**config.mk**
```make
export PLATFORM = sky130hd
export DESIGN_NAME = timecode_text_parser
export DESIGN_NICKNAME = d
export VERILOG_FILES = /design/src/sv/tcp_pkg.sv /design/src/sv/tcp_scan.sv /design/src/sv/timecode_text_parser.sv
export SDC_FILE = /design/constraint.sdc
export NUM_CORES = 1
export LEC_CHECK = 0
export ABC_AREA = 1
export BUFFER_PORTS_ARGS = -buffer_cell sky130_fd_sc_hd__buf_2
export CORE_UTILIZATION = 55
export DETAILED_ROUTE_END_ITERATION = 6
export GPL_ROUTABILITY_DRIVEN = 1
export PLACE_DENSITY = 0.75
export SLEW_MARGIN = 20
export SYNTH_ARGS = -nofsm -noshare
export SYNTH_HDL_FRONTEND = slang
export SYNTH_SLANG_ARGS = --single-unit
```
**constraint.sdc**
```tcl
create_clock -name clock -period 5.5 [get_ports clock]
set_input_delay 1.375 -clock clock [delete_from_list [all_inputs] [get_ports clock]]
set_output_delay 1.375 -clock clock [all_outputs]
set_load 0.01 [all_outputs]
```
**src/sv/tcp_pkg.sv**
```systemverilog
// package: types, character codes and constants of the timecode text parser
`timescale 1ns / 1ps
package tcp_pkg;

   // parse phases of the byte scanner
   typedef enum logic [2:0] {
      PH_LEAD       = 3'd0,
      PH_DIGITS     = 3'd1,
      PH_TRAIL      = 3'd2,
      PH_FRAC       = 3'd3,
      PH_FRAC_TRAIL = 3'd4,
      PH_ERROR      = 3'd5
   } phase_type;

   // character codes
   localparam logic [7:0] CHAR_ZERO  = 8'h30;
   localparam logic [7:0] CHAR_NINE  = 8'h39;
   localparam logic [7:0] CHAR_COLON = 8'h3A;
   localparam logic [7:0] CHAR_COMMA = 8'h2C;
   localparam logic [7:0] CHAR_DOT   = 8'h2E;
   localparam logic [7:0] CHAR_SPACE = 8'h20;
   localparam logic [7:0] CHAR_TAB   = 8'h09;
   localparam logic [7:0] CHAR_CR    = 8'h0D;
   localparam logic [7:0] CHAR_LF    = 8'h0A;

   localparam int unsigned TIME_W = 46;
   localparam int unsigned FRAC_W = 20;
   localparam int unsigned FRAC_KEEP = 6;      // fraction digits that reach microseconds
   localparam int unsigned WEIGHT_W = 17;

   localparam longint unsigned SEC_PER_MIN  = 64'd60;
   localparam longint unsigned USEC_PER_SEC = 64'd1000000;
   localparam longint unsigned TIME_MAX     = (64'd1 << TIME_W) - 64'd1;
   // largest second count whose microsecond value still fits
   localparam longint unsigned SECS_LIMIT   = TIME_MAX / USEC_PER_SEC;
   localparam int unsigned SECS_W = $clog2(SECS_LIMIT + 64'd1);

   typedef struct packed {
      logic [7:0] char_code;
      logic       last_char;
   } req_type;

   typedef struct packed {
      logic              well_formed;
      logic [TIME_W-1:0] time_micros;
   } rsp_type;

   // end-of-text summary handed from the scanner to the scaling stage
   typedef struct packed {
      logic              ok;
      logic              sat;
      logic [SECS_W-1:0] secs;
      logic [FRAC_W-1:0] frac;
   } scan_sum_type;

   function automatic logic is_digit(input logic [7:0] c);
      return (c >= CHAR_ZERO) && (c <= CHAR_NINE);
   endfunction

   function automatic logic is_space(input logic [7:0] c);
      return (c == CHAR_SPACE) || (c == CHAR_TAB) || (c == CHAR_CR) || (c == CHAR_LF);
   endfunction

   // microsecond weight of a fraction digit at a given position
   function automatic logic [WEIGHT_W-1:0] frac_weight(input logic [2:0] pos);
      logic [WEIGHT_W-1:0] w;
      unique case (pos)
         3'd0:    w = 17'd100000;
         3'd1:    w = 17'd10000;
         3'd2:    w = 17'd1000;
         3'd3:    w = 17'd100;
         3'd4:    w = 17'd10;
         3'd5:    w = 17'd1;
         default: w = 17'd0;
      endcase
      return w;
   endfunction

endpackage

```
**src/sv/tcp_scan.sv**
```systemverilog
// byte scanner: parse state machine and end-of-text summary
`timescale 1ns / 1ps
module tcp_scan #(
   parameter int MAX_PART_DIGITS     = 4,
   parameter int MAX_FRACTION_DIGITS = 6
) (
   input  logic                 clock,
   input  logic                 reset,
   input  logic                 take,
   input  tcp_pkg::req_type     word,
   output tcp_pkg::scan_sum_type sum
);
   import tcp_pkg::*;

   localparam longint unsigned PART_MAX  = 64'(10 ** MAX_PART_DIGITS) - 64'd1;
   localparam longint unsigned SOFAR_MAX = PART_MAX * SEC_PER_MIN + PART_MAX;
   localparam longint unsigned SECS_MAX  = SOFAR_MAX * SEC_PER_MIN + PART_MAX;
   localparam int PV_W  = $clog2(PART_MAX + 64'd1);
   localparam int SF_W  = $clog2(SOFAR_MAX + 64'd1);
   localparam int SC_W  = $clog2(SECS_MAX + 64'd1);
   localparam int PC_W  = $clog2(MAX_PART_DIGITS + 1);
   localparam int FC_W  = $clog2(MAX_FRACTION_DIGITS + 1);
   localparam int CMP_W = (SC_W > SECS_W) ? SC_W : SECS_W;

   phase_type         phase_ff, phase_in, phase_upd;
   logic [1:0]        colon_ff, colon_in, colon_upd;
   logic [PC_W-1:0]   part_cnt_ff, part_cnt_in, part_cnt_upd;
   logic [PV_W-1:0]   part_ff, part_in, part_upd;
   logic [SF_W-1:0]   sofar_ff, sofar_in, sofar_upd;
   logic [FRAC_W-1:0] frac_ff, frac_in, frac_upd;
   logic [FC_W-1:0]   frac_cnt_ff, frac_cnt_in, frac_cnt_upd;

   logic [3:0]        digit;
   logic [3:0]        frac_cnt_wide;
   logic [SC_W-1:0]   secs;
   logic [CMP_W-1:0]  secs_ext;
   logic              sat;

   assign digit = word.char_code[3:0];
   assign frac_cnt_wide = 4'(frac_cnt_ff);

   always_ff @(posedge clock) begin
      if (reset) begin
         phase_ff    <= PH_LEAD;
         colon_ff    <= '0;
         part_cnt_ff <= '0;
         part_ff     <= '0;
         sofar_ff    <= '0;
         frac_ff     <= '0;
         frac_cnt_ff <= '0;
      end else begin
         phase_ff    <= phase_in;
         colon_ff    <= colon_in;
         part_cnt_ff <= part_cnt_in;
         part_ff     <= part_in;
         sofar_ff    <= sofar_in;
         frac_ff     <= frac_in;
         frac_cnt_ff <= frac_cnt_in;
      end
   end

   // one byte of parsing
   always_comb begin
      phase_upd    = phase_ff;
      colon_upd    = colon_ff;
      part_cnt_upd = part_cnt_ff;
      part_upd     = part_ff;
      sofar_upd    = sofar_ff;
      frac_upd     = frac_ff;
      frac_cnt_upd = frac_cnt_ff;
      if (phase_ff != PH_ERROR) begin
         priority if (is_digit(word.char_code)) begin
            unique case (phase_ff)
               PH_LEAD: begin
                  part_cnt_upd = PC_W'(1);
                  part_upd     = PV_W'(digit);
                  phase_upd    = PH_DIGITS;
               end
               PH_DIGITS: begin
                  if (part_cnt_ff >= PC_W'(MAX_PART_DIGITS)) begin
                     phase_upd = PH_ERROR;
                  end else begin
                     part_cnt_upd = part_cnt_ff + PC_W'(1);
                     part_upd = PV_W'({part_ff, 3'b000} + {part_ff, 1'b0} + (PV_W + 3)'(digit));
                  end
               end
               PH_FRAC: begin
                  if (frac_cnt_ff >= FC_W'(MAX_FRACTION_DIGITS)) begin
                     phase_upd = PH_ERROR;
                  end else begin
                     frac_cnt_upd = frac_cnt_ff + FC_W'(1);
                     // digits past microsecond resolution are dropped
                     if (frac_cnt_wide < 4'(FRAC_KEEP)) begin
                        frac_upd = frac_ff + FRAC_W'(digit * frac_weight(frac_cnt_wide[2:0]));
                     end
                  end
               end
               default: phase_upd = PH_ERROR;
            endcase
         end else if (is_space(word.char_code)) begin
            if (phase_ff == PH_DIGITS) begin
               phase_upd = PH_TRAIL;
            end else if (phase_ff == PH_FRAC) begin
               phase_upd = (frac_cnt_ff == '0) ? PH_ERROR : PH_FRAC_TRAIL;
            end
         end else if (word.char_code == CHAR_COLON) begin
            if ((phase_ff == PH_DIGITS || phase_ff == PH_TRAIL) && colon_ff < 2'd2) begin
               colon_upd    = colon_ff + 2'd1;
               sofar_upd    = SF_W'(sofar_ff * SF_W'(SEC_PER_MIN) + SF_W'(part_ff));
               part_upd     = '0;
               part_cnt_upd = '0;
               phase_upd    = PH_LEAD;
            end else begin
               phase_upd = PH_ERROR;
            end
         end else if (word.char_code == CHAR_COMMA || word.char_code == CHAR_DOT) begin
            if (phase_ff == PH_DIGITS || phase_ff == PH_TRAIL) begin
               frac_upd     = '0;
               frac_cnt_upd = '0;
               phase_upd    = PH_FRAC;
            end else begin
               phase_upd = PH_ERROR;
            end
         end else begin
            phase_upd = PH_ERROR;
         end
      end
   end

   // commit, and return to the start state after the last byte
   always_comb begin
      phase_in    = phase_ff;
      colon_in    = colon_ff;
      part_cnt_in = part_cnt_ff;
      part_in     = part_ff;
      sofar_in    = sofar_ff;
      frac_in     = frac_ff;
      frac_cnt_in = frac_cnt_ff;
      if (take) begin
         if (word.last_char) begin
            phase_in    = PH_LEAD;
            colon_in    = '0;
            part_cnt_in = '0;
            part_in     = '0;
            sofar_in    = '0;
            frac_in     = '0;
            frac_cnt_in = '0;
         end else begin
            phase_in    = phase_upd;
            colon_in    = colon_upd;
            part_cnt_in = part_cnt_upd;
            part_in     = part_upd;
            sofar_in    = sofar_upd;
            frac_in     = frac_upd;
            frac_cnt_in = frac_cnt_upd;
         end
      end
   end

   // a colon as last byte is never well formed, so the old base-60 sum serves
   assign secs     = SC_W'(sofar_ff) * SC_W'(SEC_PER_MIN) + SC_W'(part_upd);
   assign secs_ext = CMP_W'(secs);
   assign sat      = secs_ext > CMP_W'(SECS_LIMIT);

   always_comb begin
      sum.ok   = (colon_upd != 2'd0) &&
                 (phase_upd == PH_DIGITS || phase_upd == PH_TRAIL ||
                  phase_upd == PH_FRAC_TRAIL ||
                  (phase_upd == PH_FRAC && frac_cnt_upd != '0));
      sum.sat  = sat;
      sum.secs = sat ? '0 : secs_ext[SECS_W-1:0];
      sum.frac = frac_upd;
   end

   a_restart: assert property (@(posedge clock) disable iff (reset)
      take && word.last_char |=> phase_ff == PH_LEAD && colon_ff == 2'd0)
      else $error("scanner not back at start after last byte");

   a_error_sticky: assert property (@(posedge clock) disable iff (reset)
      phase_ff == PH_ERROR && !take |=> phase_ff == PH_ERROR)
      else $error("error phase left without a byte");

   a_frac_trail: assert property (@(posedge clock) disable iff (reset)
      phase_ff == PH_FRAC_TRAIL |-> frac_cnt_ff != '0)
      else $error("trailing fraction space with empty fraction");

endmodule

```
**src/sv/timecode_text_parser.sv**
```systemverilog
// top level: subtitle timecode text parser, one text byte per word
`timescale 1ns / 1ps
// usage
//   req channel: one text byte per word (char_code) with last_char set on the
//   final byte of a timecode text; a word is taken when req_valid and req_ready
//   are both high
//   rsp channel: one word per text, issued for the byte marked last_char:
//   well_formed and the time in whole microseconds (zero if not well formed)
// timing
//   throughput is one byte per cycle while req_ready is high; every byte goes
//   through the parse state machine in the cycle it is taken
//   after the last byte is taken, the result reaches rsp_valid through the
//   summary register, then the seconds-to-microseconds multiply into the
//   output register
// reset
//   synchronous, active high; clears the parser to the start of a text and
//   empties both pipeline registers
// stalls
//   the summary and output registers act as a two-word buffer; req_ready only
//   drops once both hold a result and the receiver holds rsp_ready low
module timecode_text_parser #(
   parameter int MAX_PART_DIGITS     = 4,
   parameter int MAX_FRACTION_DIGITS = 6
) (
   input  logic             clock,
   input  logic             reset,
   input  logic             req_valid,
   output logic             req_ready,
   input  tcp_pkg::req_type req_data,
   output logic             rsp_valid,
   input  logic             rsp_ready,
   output tcp_pkg::rsp_type rsp_data
);
   import tcp_pkg::*;

   localparam logic [FRAC_W-1:0] USEC = FRAC_W'(USEC_PER_SEC);
   localparam logic [TIME_W-1:0] TIME_SAT = TIME_W'(TIME_MAX);

   logic         take;
   logic         out_adv;
   scan_sum_type scan_sum;

   // summary stage
   logic         mid_valid_ff, mid_valid_in;
   scan_sum_type mid_ff;

   // output stage
   logic              rsp_valid_ff, rsp_valid_in;
   rsp_type           rsp_ff, rsp_in;
   logic [TIME_W:0]   usec_prod;
   logic [TIME_W:0]   usec_sum;

   tcp_scan #(
      .MAX_PART_DIGITS     (MAX_PART_DIGITS),
      .MAX_FRACTION_DIGITS (MAX_FRACTION_DIGITS)
   ) u_scan (
      .clock (clock),
      .reset (reset),
      .take  (take),
      .word  (req_data),
      .sum   (scan_sum)
   );

   // output register frees up when empty or being taken
   assign out_adv   = !rsp_valid_ff || rsp_ready;
   assign req_ready = !mid_valid_ff || out_adv;
   assign take      = req_valid && req_ready;

   always_comb begin
      mid_valid_in = mid_valid_ff;
      if (take && req_data.last_char) begin
         mid_valid_in = 1'b1;
      end else if (out_adv) begin
         mid_valid_in = 1'b0;
      end
   end

   always_ff @(posedge clock) begin
      if (reset) begin
         mid_valid_ff <= 1'b0;
      end else begin
         mid_valid_ff <= mid_valid_in;
      end
   end

   always_ff @(posedge clock) begin
      if (take && req_data.last_char) begin
         mid_ff <= scan_sum;
      end
   end

   // seconds to microseconds, saturated past the 46-bit range
   assign usec_prod = (TIME_W+1)'(mid_ff.secs) * (TIME_W+1)'(USEC);
   assign usec_sum  = usec_prod + (TIME_W+1)'(mid_ff.frac);

   always_comb begin
      rsp_in.well_formed = mid_ff.ok;
      if (!mid_ff.ok) begin
         rsp_in.time_micros = '0;
      end else if (mid_ff.sat || (usec_sum > (TIME_W+1)'(TIME_SAT))) begin
         rsp_in.time_micros = TIME_SAT;
      end else begin
         rsp_in.time_micros = usec_sum[TIME_W-1:0];
      end
      rsp_valid_in = out_adv ? mid_valid_ff : rsp_valid_ff;
   end

   always_ff @(posedge clock) begin
      if (reset) begin
         rsp_valid_ff <= 1'b0;
      end else begin
         rsp_valid_ff <= rsp_valid_in;
      end
   end

   always_ff @(posedge clock) begin
      if (out_adv && mid_valid_ff) begin
         rsp_ff <= rsp_in;
      end
   end

   assign rsp_valid = rsp_valid_ff;
   assign rsp_data  = rsp_ff;

   a_last_to_mid: assert property (@(posedge clock) disable iff (reset)
      take && req_data.last_char |=> mid_valid_ff)
      else $error("last byte did not load the summary stage");

   a_mid_to_out: assert property (@(posedge clock) disable iff (reset)
      mid_valid_ff && out_adv |=> rsp_valid_ff)
      else $error("summary word lost on its way to the output");

   a_stall_full: assert property (@(posedge clock) disable iff (reset)
      !req_ready |-> mid_valid_ff && rsp_valid_ff)
      else $error("input stalled with room in the pipeline");

   a_bad_zero: assert property (@(posedge clock) disable iff (reset)
      rsp_valid_ff && !rsp_ff.well_formed |-> rsp_ff.time_micros == '0)
      else $error("malformed text with nonzero time");

endmodule

```
==> results of run 1 <==
[worst paths after layout]
| check | start | to | slack, ps | depth (start not counted) |
|---|---|---|---|---|
| worst max-delay path | mid_ff[22] | rsp_data[34] | -600 | 27 |
| worst max register to register | mid_ff[22] | rsp_data[34] | -600 | 27 |
| worst min register to register | u_scan.frac_ff[13] | u_scan.frac_ff[13] | 470 | 2 |
| worst min-delay path | u_scan.frac_ff[13] | u_scan.frac_ff[13] | 470 | 2 |
[per-layer routing]
| layer | global-route usage | up-vias | wire length, µm | share of wire |
|---|---|---|---|---|
| met3 | 0.03588 | 166 | 3040 | 0.050 |
| li1 | - | 9878 | - | - |
| met2 | 0.5291 | 696 | 29730 | 0.49 |
| met5 | 0 | - | 0 | 0 |
| met4 | 0.1137 | 0 | 2383 | 0.039 |
| met1 | 0.3676 | 9495 | 25280 | 0.42 |
[registers in the layout, indices dropped and copies added (netlist names)]
register and flops:
mid_ff 47, rsp_data 47, u_scan.frac_ff 20, u_scan.sofar_ff 20, u_scan.part_ff 14, u_scan.frac_cnt_ff 3, u_scan.part_cnt_ff 3, u_scan.phase_ff 3
u_scan.colon_ff 2, mid_valid_ff 1, rsp_valid 1
[area by class of cell]
type | instances | share of cell area
flip-flops and latches | 161 | 0.1586
multi-input cells | 2142 | 0.6141
inverters | 576 | 0.08253
repair buffers | 321 | 0.09554
well taps | 518 | 0.02468
clock inverters | 8 | 0.005718
clock buffers | 24 | 0.01882
[placed cells by master, fill, tap and decap left out, types with 8 or more instances in the layout]
cell type and count:
nor2_2 23, nand3_2 52, ha_4 18, clkbuf_16 21, o21a_1 8, dfxtp_1 67
a21oi_2 8, nand2_1 635, nor3_1 19, buf_4 236, inv_1 525, nand3_1 138
o21ai_0 89, a21o_1 8, nor2_1 186, fa_1 181, xor2_1 48, inv_2 45
nor2_4 26, o21ai_1 13, nand2_2 83, xnor2_1 36, edfxtp_1 94, nand2_4 17
nand4_1 29, ha_1 245, a21oi_1 197, buf_6 11, buf_2 61
[worst min-delay path, delay by kind of cell (launching register included)]
family	cells	cell delay, ps
and+or+nand+nor	1	60
AOI/OAI and AO/OA	1	60
DFF	1	310
[logic make-up after synthesis]
kind of cell / count (synthesis) / share of synthesized area
compound gates: 370 / 0.09167
xor+xnor: 87 / 0.03544
fa+ha+maj: 448 / 0.3214
buf+inv: 618 / 0.1105
flops: 161 / 0.1918
simple gates: 1237 / 0.2492
[repair_timing]
action / CTS / global route
resized for setup: 84 / 159
hold buffers: 0 / 0
setup endpoints to repair: 46 / 51
gates cloned: 5 / 2
pin swaps: 22 / 45
setup buffers: 17 / 20
[stage by stage]
stage	setup WS [ps]	std cells
floorplan	-230.0	2921
global placement	-507.8	3674
detailed placement	-630.9	3674
CTS	-504.7	3728
global route	-892.0	3750
finish	-604.0	3750
==> metrics.txt, run 1 <==
status=complete, but fails checks; failing checks=DRC, setup timing; MaxCap Viol Count=0; first-pass GRT wire length=97700 µm; Post-synth EDFFs=94; CTS root buffer=clkbuf_16; DRT Wirelength=60430 µm; cells after synthesis=2921; ys flop type=edfxtp_1; TritonCTS clock tree=yes; final hold vios=0; WP data arrival=6420 ps; mean area per synthesized cell=approximately 7.4 µm²; max incr delay on CP=roughly 510 ps; Buffers on Ports=61; slowest CP cell=fa_1; cell mode on critical path=fa_1; Worst Setup End Kind=flip-flop; share of cells above drive strength 1=0.2027; total die area=40280 µm²; Sequential Area=approximately 4200 µm²; final setup violation count=46; Synth Cell Area=21710 µm²; DRT Pass-1 Iters=7; Syn-to-layout area delta=20.93%; Final #Nets=3680; total CTS buffers=17; fin area=between 20000 and 30000 µm²; clock sinks=roughly 160; Synth area leader=fa_1; Ys Warns=0; Final Util=0.6763; minimum clock period=6104 ps; max_slew headroom=0.2679; crit-path leading delay family=adder cells; fmax=about 0.16 GHz; sequential area share after synthesis=0.1918; Global Route Usage Sum=0.2975; Clock Latency Late Sink=450 ps; RD Place Congestion=0.9664; die height=200.7 µm; Clock Tree Buf Depth=2; synth cell count leaders=nand2_1 (699), inv_1 (551), ha_1 (265); io pins=62; type of origin of the critical path=flip-flop; HPWL Detailed=46740 µm; most common cell in the synthesized netlist=nand2_1; H-tree depth=4; Synth cell types=51; largest net degree at the start of global routing=51; clock slew at reported path FFs=60 ps; core box area=between 30000 and 40000 µm²; Final WS setup=-604.0 ps; Fill cells=3062; Bufs and invs on worst path=7; post-synthesis register bit count=161; Final ANT Viol Nets=0; Initial Util=0.5593; initial antenna violation count=0; WL per Instance=16.12 µm; initial drt markers=~1500; via/cell ratio=5.396; Synth area leaders=fa_1 (17%), ha_1 (15%), edfxtp_1 (13%); drt drc=7; unrepaired setup endpoints after global routing=yes; Worst Clk Skew=12.53 ps; Cell Rows=72; WHS=470.5 ps; Multi-input gate area=16130 µm²; CP Max Fanout=5; Die X=between 200 and 250 µm; vias in the first global route=20361; Slew @ Worst Pin=1095 ps; CP required=5820 ps; Fin Setup TNS=-24730 ps; worst hold path class=reg -> reg; Synth Net Count=3382; ANT cells=0; Placed Area=24180 µm²; grt ovf=0; WS Path Type=reg -> reg; Slew Limit Fails=0; Synth async-reset ratio=0; top cell type's share of synthesized area=0.1687; Vias=20235; Tcrit/Tclk final=1.110
Power of run 1 is left out: the tool's default activity adds up to more than one toggle a clock period on the data nets, which glitch-free logic cannot reach.
==> run 2: changes to the inputs <==
--- a/config.mk
+++ b/config.mk
@@ -6,12 +6,15 @@
 export NUM_CORES = 1
 export LEC_CHECK = 0
 export ABC_AREA = 1
+export ABC_CLOCK_PERIOD_IN_PS = 5500
 export BUFFER_PORTS_ARGS = -buffer_cell sky130_fd_sc_hd__buf_2
 export CORE_UTILIZATION = 55
 export DETAILED_ROUTE_END_ITERATION = 6
 export GPL_ROUTABILITY_DRIVEN = 1
 export PLACE_DENSITY = 0.75
+export SETUP_SLACK_MARGIN = 0.1
 export SLEW_MARGIN = 20
 export SYNTH_ARGS = -nofsm -noshare
 export SYNTH_HDL_FRONTEND = slang
 export SYNTH_SLANG_ARGS = --single-unit
+export TNS_END_PERCENT = 30
==> run 2 against run 1 <==
Compared with the run above:
- the flow finishes with violations (setup timing)
- clock skew grew 3.7 ps
- die area unchanged
- count of clock-buffer cells in the layout is 4 lower
==> metrics.txt, run 2 (synthesis gave the netlist of run 1 again) <==
DRT Pass-1 Iters=6; initial antenna violation count=0; Final Util=0.6719; CP Max Fanout=8; share of cells above drive strength 1=0.2007; io pins=between 60 and 70; RD Place Congestion=0.9829; minimum clock period=6153 ps; worst hold path class=reg -> reg; Final ANT Viol Nets=0; total CTS buffers=17; clock sinks=around 160; Final WS setup=-653.4 ps; grt ovf=0; Worst R2R End=rsp_data[4]; final hold vios=0; clock slew at reported path FFs=80 ps; Worst Clk Skew=16.25 ps; type of origin of the critical path=flip-flop; ANT cells=0; WS Path Type=reg -> reg; final setup violation count=46; failing checks=setup timing; Worst Setup End Kind=flip-flop; fin area=26090 µm²; H-tree depth=4; CP required=5720 ps; WL per Instance=17.19 µm; die height=200.7 µm; hold worst-path end=u_scan.colon_ff[0]; Placed Area=roughly 25000 µm²; DRT Wirelength=64910 µm; Vias=~20000; Cell Rows=72; drt drc=0; via/cell ratio=5.371; initial drt markers=1547; cell mode on critical path=fa_1; R2R cell count=31; unrepaired setup endpoints after global routing=yes; slowest CP cell=fa_1; TritonCTS clock tree=yes; status=complete, but fails checks; Slew @ Worst Pin=950.5 ps; fmax=0.1625 GHz; WHS=roughly 470 ps; Buffers on Ports=61; Worst Hold Depth=2; Die X=between 200 and 250 µm; Reg2Reg Setup Slack=-650 ps; WP data arrival=6370 ps; total die area=40280 µm²; core box area=38830 µm²; HPWL Detailed=52520 µm; Slew Limit Fails=0; Clock Latency Late Sink=460 ps; Tcrit/Tclk final=1.119; CTS root buffer=clkbuf_16; Crit Reg-Reg Startpoint=mid_ff[22]; vias in the first global route=20652; Syn-to-layout area delta=20.13%; Worst Min Path Start=u_scan.colon_ff[0]; MaxCap Viol Count=0; commonest non-fill, non-tap cell in the layout=nand2_1; Clock Tree Buf Depth=2; most frequent cells in the layout=nand2_1 (648), inv_1 (527), buf_4 (262), ha_1 (247), a21oi_1 (197); max_slew headroom=0.3646; Initial Util=0.5593; largest net degree at the start of global routing=roughly 50; pre-CTS setup slack=-700.1 ps; first-pass GRT wire length=104200 µm; Global Route Usage Sum=0.3265; max incr delay on CP=530 ps; Final #Nets=3706
[run 2: worst max-delay path by stage]
stage                        end  startpoint  cells after the start
floorplan           rsp_data[29]  mid_ff[21]                     33
global placement    rsp_data[26]  mid_ff[22]                     31
detailed placement  rsp_data[16]  mid_ff[22]                     31
CTS                 rsp_data[32]  mid_ff[22]                     27
global route        rsp_data[25]  mid_ff[22]                     32
finish               rsp_data[4]  mid_ff[22]                     31
[run 2: timing repair]
item | CTS | global route
setup buffers | 14 | 5
setup endpoints to repair | 46 | 56
endpoints found under the hold margin | 0 | 0
pin swaps | 30 | 48
gates cloned | 4 | 0
hold buffers | 0 | 0
resized for setup | 47 | 155
[run 2: per-stage QoR]
step	TNS (ps)	std cells
floorplan	-9924	2921
finish	-28390	3776
CTS	-27850	3771
global route	-39190	3776
detailed placement	-31250	3721
global placement	-26130	3721
[run 2: critical path: cells and delay by family (launching register included)]
kind                       cells  cell delay, ps
and+or+nand+nor               15            1580
buffers and inverters          9             850
adders and majority gates      7            2940
DFF                            1             500
[run 2: layout make-up]
type,instances,area (µm²)
tap,518,648.1
sequential,161,4164
multi-input combinational,2142,15900
fill,3245,12740
timing repair buffer,347,2648
clock buffer,20,456.7
clock inverter,12,102.6
inverter,576,2167
[run 2: routing by layer]
metal | GRT usage | vias up | wire [µm]
li1 | - | 9924 | -
met1 | 0.3860 | 9448 | 25970
met2 | 0.5784 | 714 | 31820
met3 | 0.03766 | 194 | 3223
met4 | 0.1778 | 0 | 3893
met5 | 0 | - | 0
Power of run 2 is left out for the same reason.
==> run 3: changes to the inputs <==
--- a/config.mk
+++ b/config.mk
@@ -13,7 +13,8 @@
 export GPL_ROUTABILITY_DRIVEN = 1
 export PLACE_DENSITY = 0.75
 export SETUP_SLACK_MARGIN = 0.1
-export SLEW_MARGIN = 20
+export SKIP_CTS_REPAIR_TIMING = 1
+export SLEW_MARGIN = 10
 export SYNTH_ARGS = -nofsm -noshare
 export SYNTH_HDL_FRONTEND = slang
 export SYNTH_SLANG_ARGS = --single-unit
==> run 3 against run 2 <==
Compared with the run above:
- the run still ends with setup timing left
- count of clock-buffer cells in the layout unchanged
- sequential cell count did not move
- clock skew down 1.4 ps
- worst hold slack about the same
- utilization fell by 1.1 points
- largest cell class unchanged
==> metrics.txt, run 3 (synthesis gave the netlist of run 1 again) <==
minimum clock period=6126 ps; Slew Limit Fails=0; Clock Tree Buf Depth=2; die height=200.7 µm; status=complete, but fails checks; Final WS setup=-626.1 ps; Global Route Usage Sum=0.3202; worst hold path class=reg -> reg; largest net degree at the start of global routing=51; fin cells=around 3800; total CTS buffers=17; Slew @ Worst Pin=975.5 ps; Initial Util=0.5593; Worst Setup End Kind=flip-flop; WL per Instance=17.03 µm; first-pass GRT wire length=102400 µm; WS Path Type=reg -> reg; io pins=62; RD Place Congestion=0.9829; clock slew at reported path FFs=80 ps; Vias=20169; Final #Nets=roughly 3700; type of origin of the critical path=flip-flop; via/cell ratio=5.360; DRT Pass-1 Iters=6; initial drt markers=about 1500; total die area=roughly 40000 µm²; commonest non-fill, non-tap cell in the layout=nand2_1; most frequent cells in the layout=nand2_1 (678), inv_1 (535), buf_4 (260), ha_1 (250), a21oi_1 (197); placed cell count=3721; Die X=200.7 µm; failing checks=setup timing; MaxCap Viol Count=0; DRT Wirelength=64090 µm; initial antenna violation count=0; Clock Latency Late Sink=460 ps; CP required=5710 ps; Buffers on Ports=61; Multi-input gate area=about 16000 µm²; max_slew headroom=0.3478; fmax=0.1632 GHz; final setup violation count=46; drt drc=0; vias in the first global route=20368; TritonCTS clock tree=yes; clock sinks=161; ANT cells=0; grt ovf=0; HPWL Detailed=between 50000 and 60000 µm; WP data arrival=6330 ps; H-tree depth=4; Cell Rows=72; share of cells above drive strength 1=0.1812; final hold vios=0; Syn-to-layout area delta=18.22%; core box area=38830 µm²; CP Max Fanout=7; CTS root buffer=clkbuf_16; unrepaired setup endpoints after global routing=yes; Worst Clk Skew=14.81 ps; Final ANT Viol Nets=0; Sequential Area=4164 µm²; Tcrit/Tclk final=1.114; Fill cells=approximately 3300
## run 3: routing by layer
layer / track usage / vias to the layer above / part of all wire
met5: 0 / - / 0
met2: 0.5696 / 702 / 0.49
met1: 0.3818 / 9404 / 0.40
li1: - / 9889 / -
met4: 0.1690 / 0 / 0.057
met3: 0.03198 / 174 / 0.046
## run 3: final timing paths
check / startpoint / to / slack (ps) / cells after the start
max: mid_ff[22] / rsp_data[19] / -630 / 26
min: u_scan.colon_ff[0] / u_scan.colon_ff[0] / 470 / 2
max reg2reg: mid_ff[22] / rsp_data[19] / -630 / 26
min reg2reg: u_scan.colon_ff[0] / u_scan.colon_ff[0] / 470 / 2
## run 3: critical path, stage by stage, from the launching register on
cell       delay, ps
edfxtp_1         480
buf_6            170
fa_1             520
fa_1             440
fa_1             560
fa_1             430
ha_1             300
inv_1             50
fa_1             490
inv_2             50
ha_4             240
xor2_1           150
ha_1             300
nand2_2           60
nor2_2           120
nand4_1          110
o21ai_2          230
nand3_2          130
nor2_4           190
nand3_4          110
nor2_4           100
nand3_4          100
nand2_8          160
clkbuf_16        190
nand3_1           70
nand2_1           70
inv_1             40
## run 3: cell type report
type / instances / share of cell area
clock buffers: 20 / 0.01779
repair buffers: 334 / 0.09714
flip-flops and latches: 161 / 0.1622
clock inverters: 12 / 0.003997
multi-input cells: 2142 / 0.6093
well taps: 518 / 0.02525
inverters: 576 / 0.08432
## run 3: per-stage QoR
stage,setup WS [ps],util,hold slack (ps),cell area [µm²],setup TNS (ps)
after floorplan,-230.0,-,424.4,21790,-9924
after global placement,-599.9,0.6322,452.7,24550,-26130
after detailed placement,-700.1,0.6322,460.2,24550,-31250
after CTS,-702.4,0.6466,474.2,25110,-30300
after global routing,-873.3,0.6612,501.9,25670,-38760
final,-626.1,0.6612,472.1,25670,-27070
Power of run 3 is left out for the same reason.
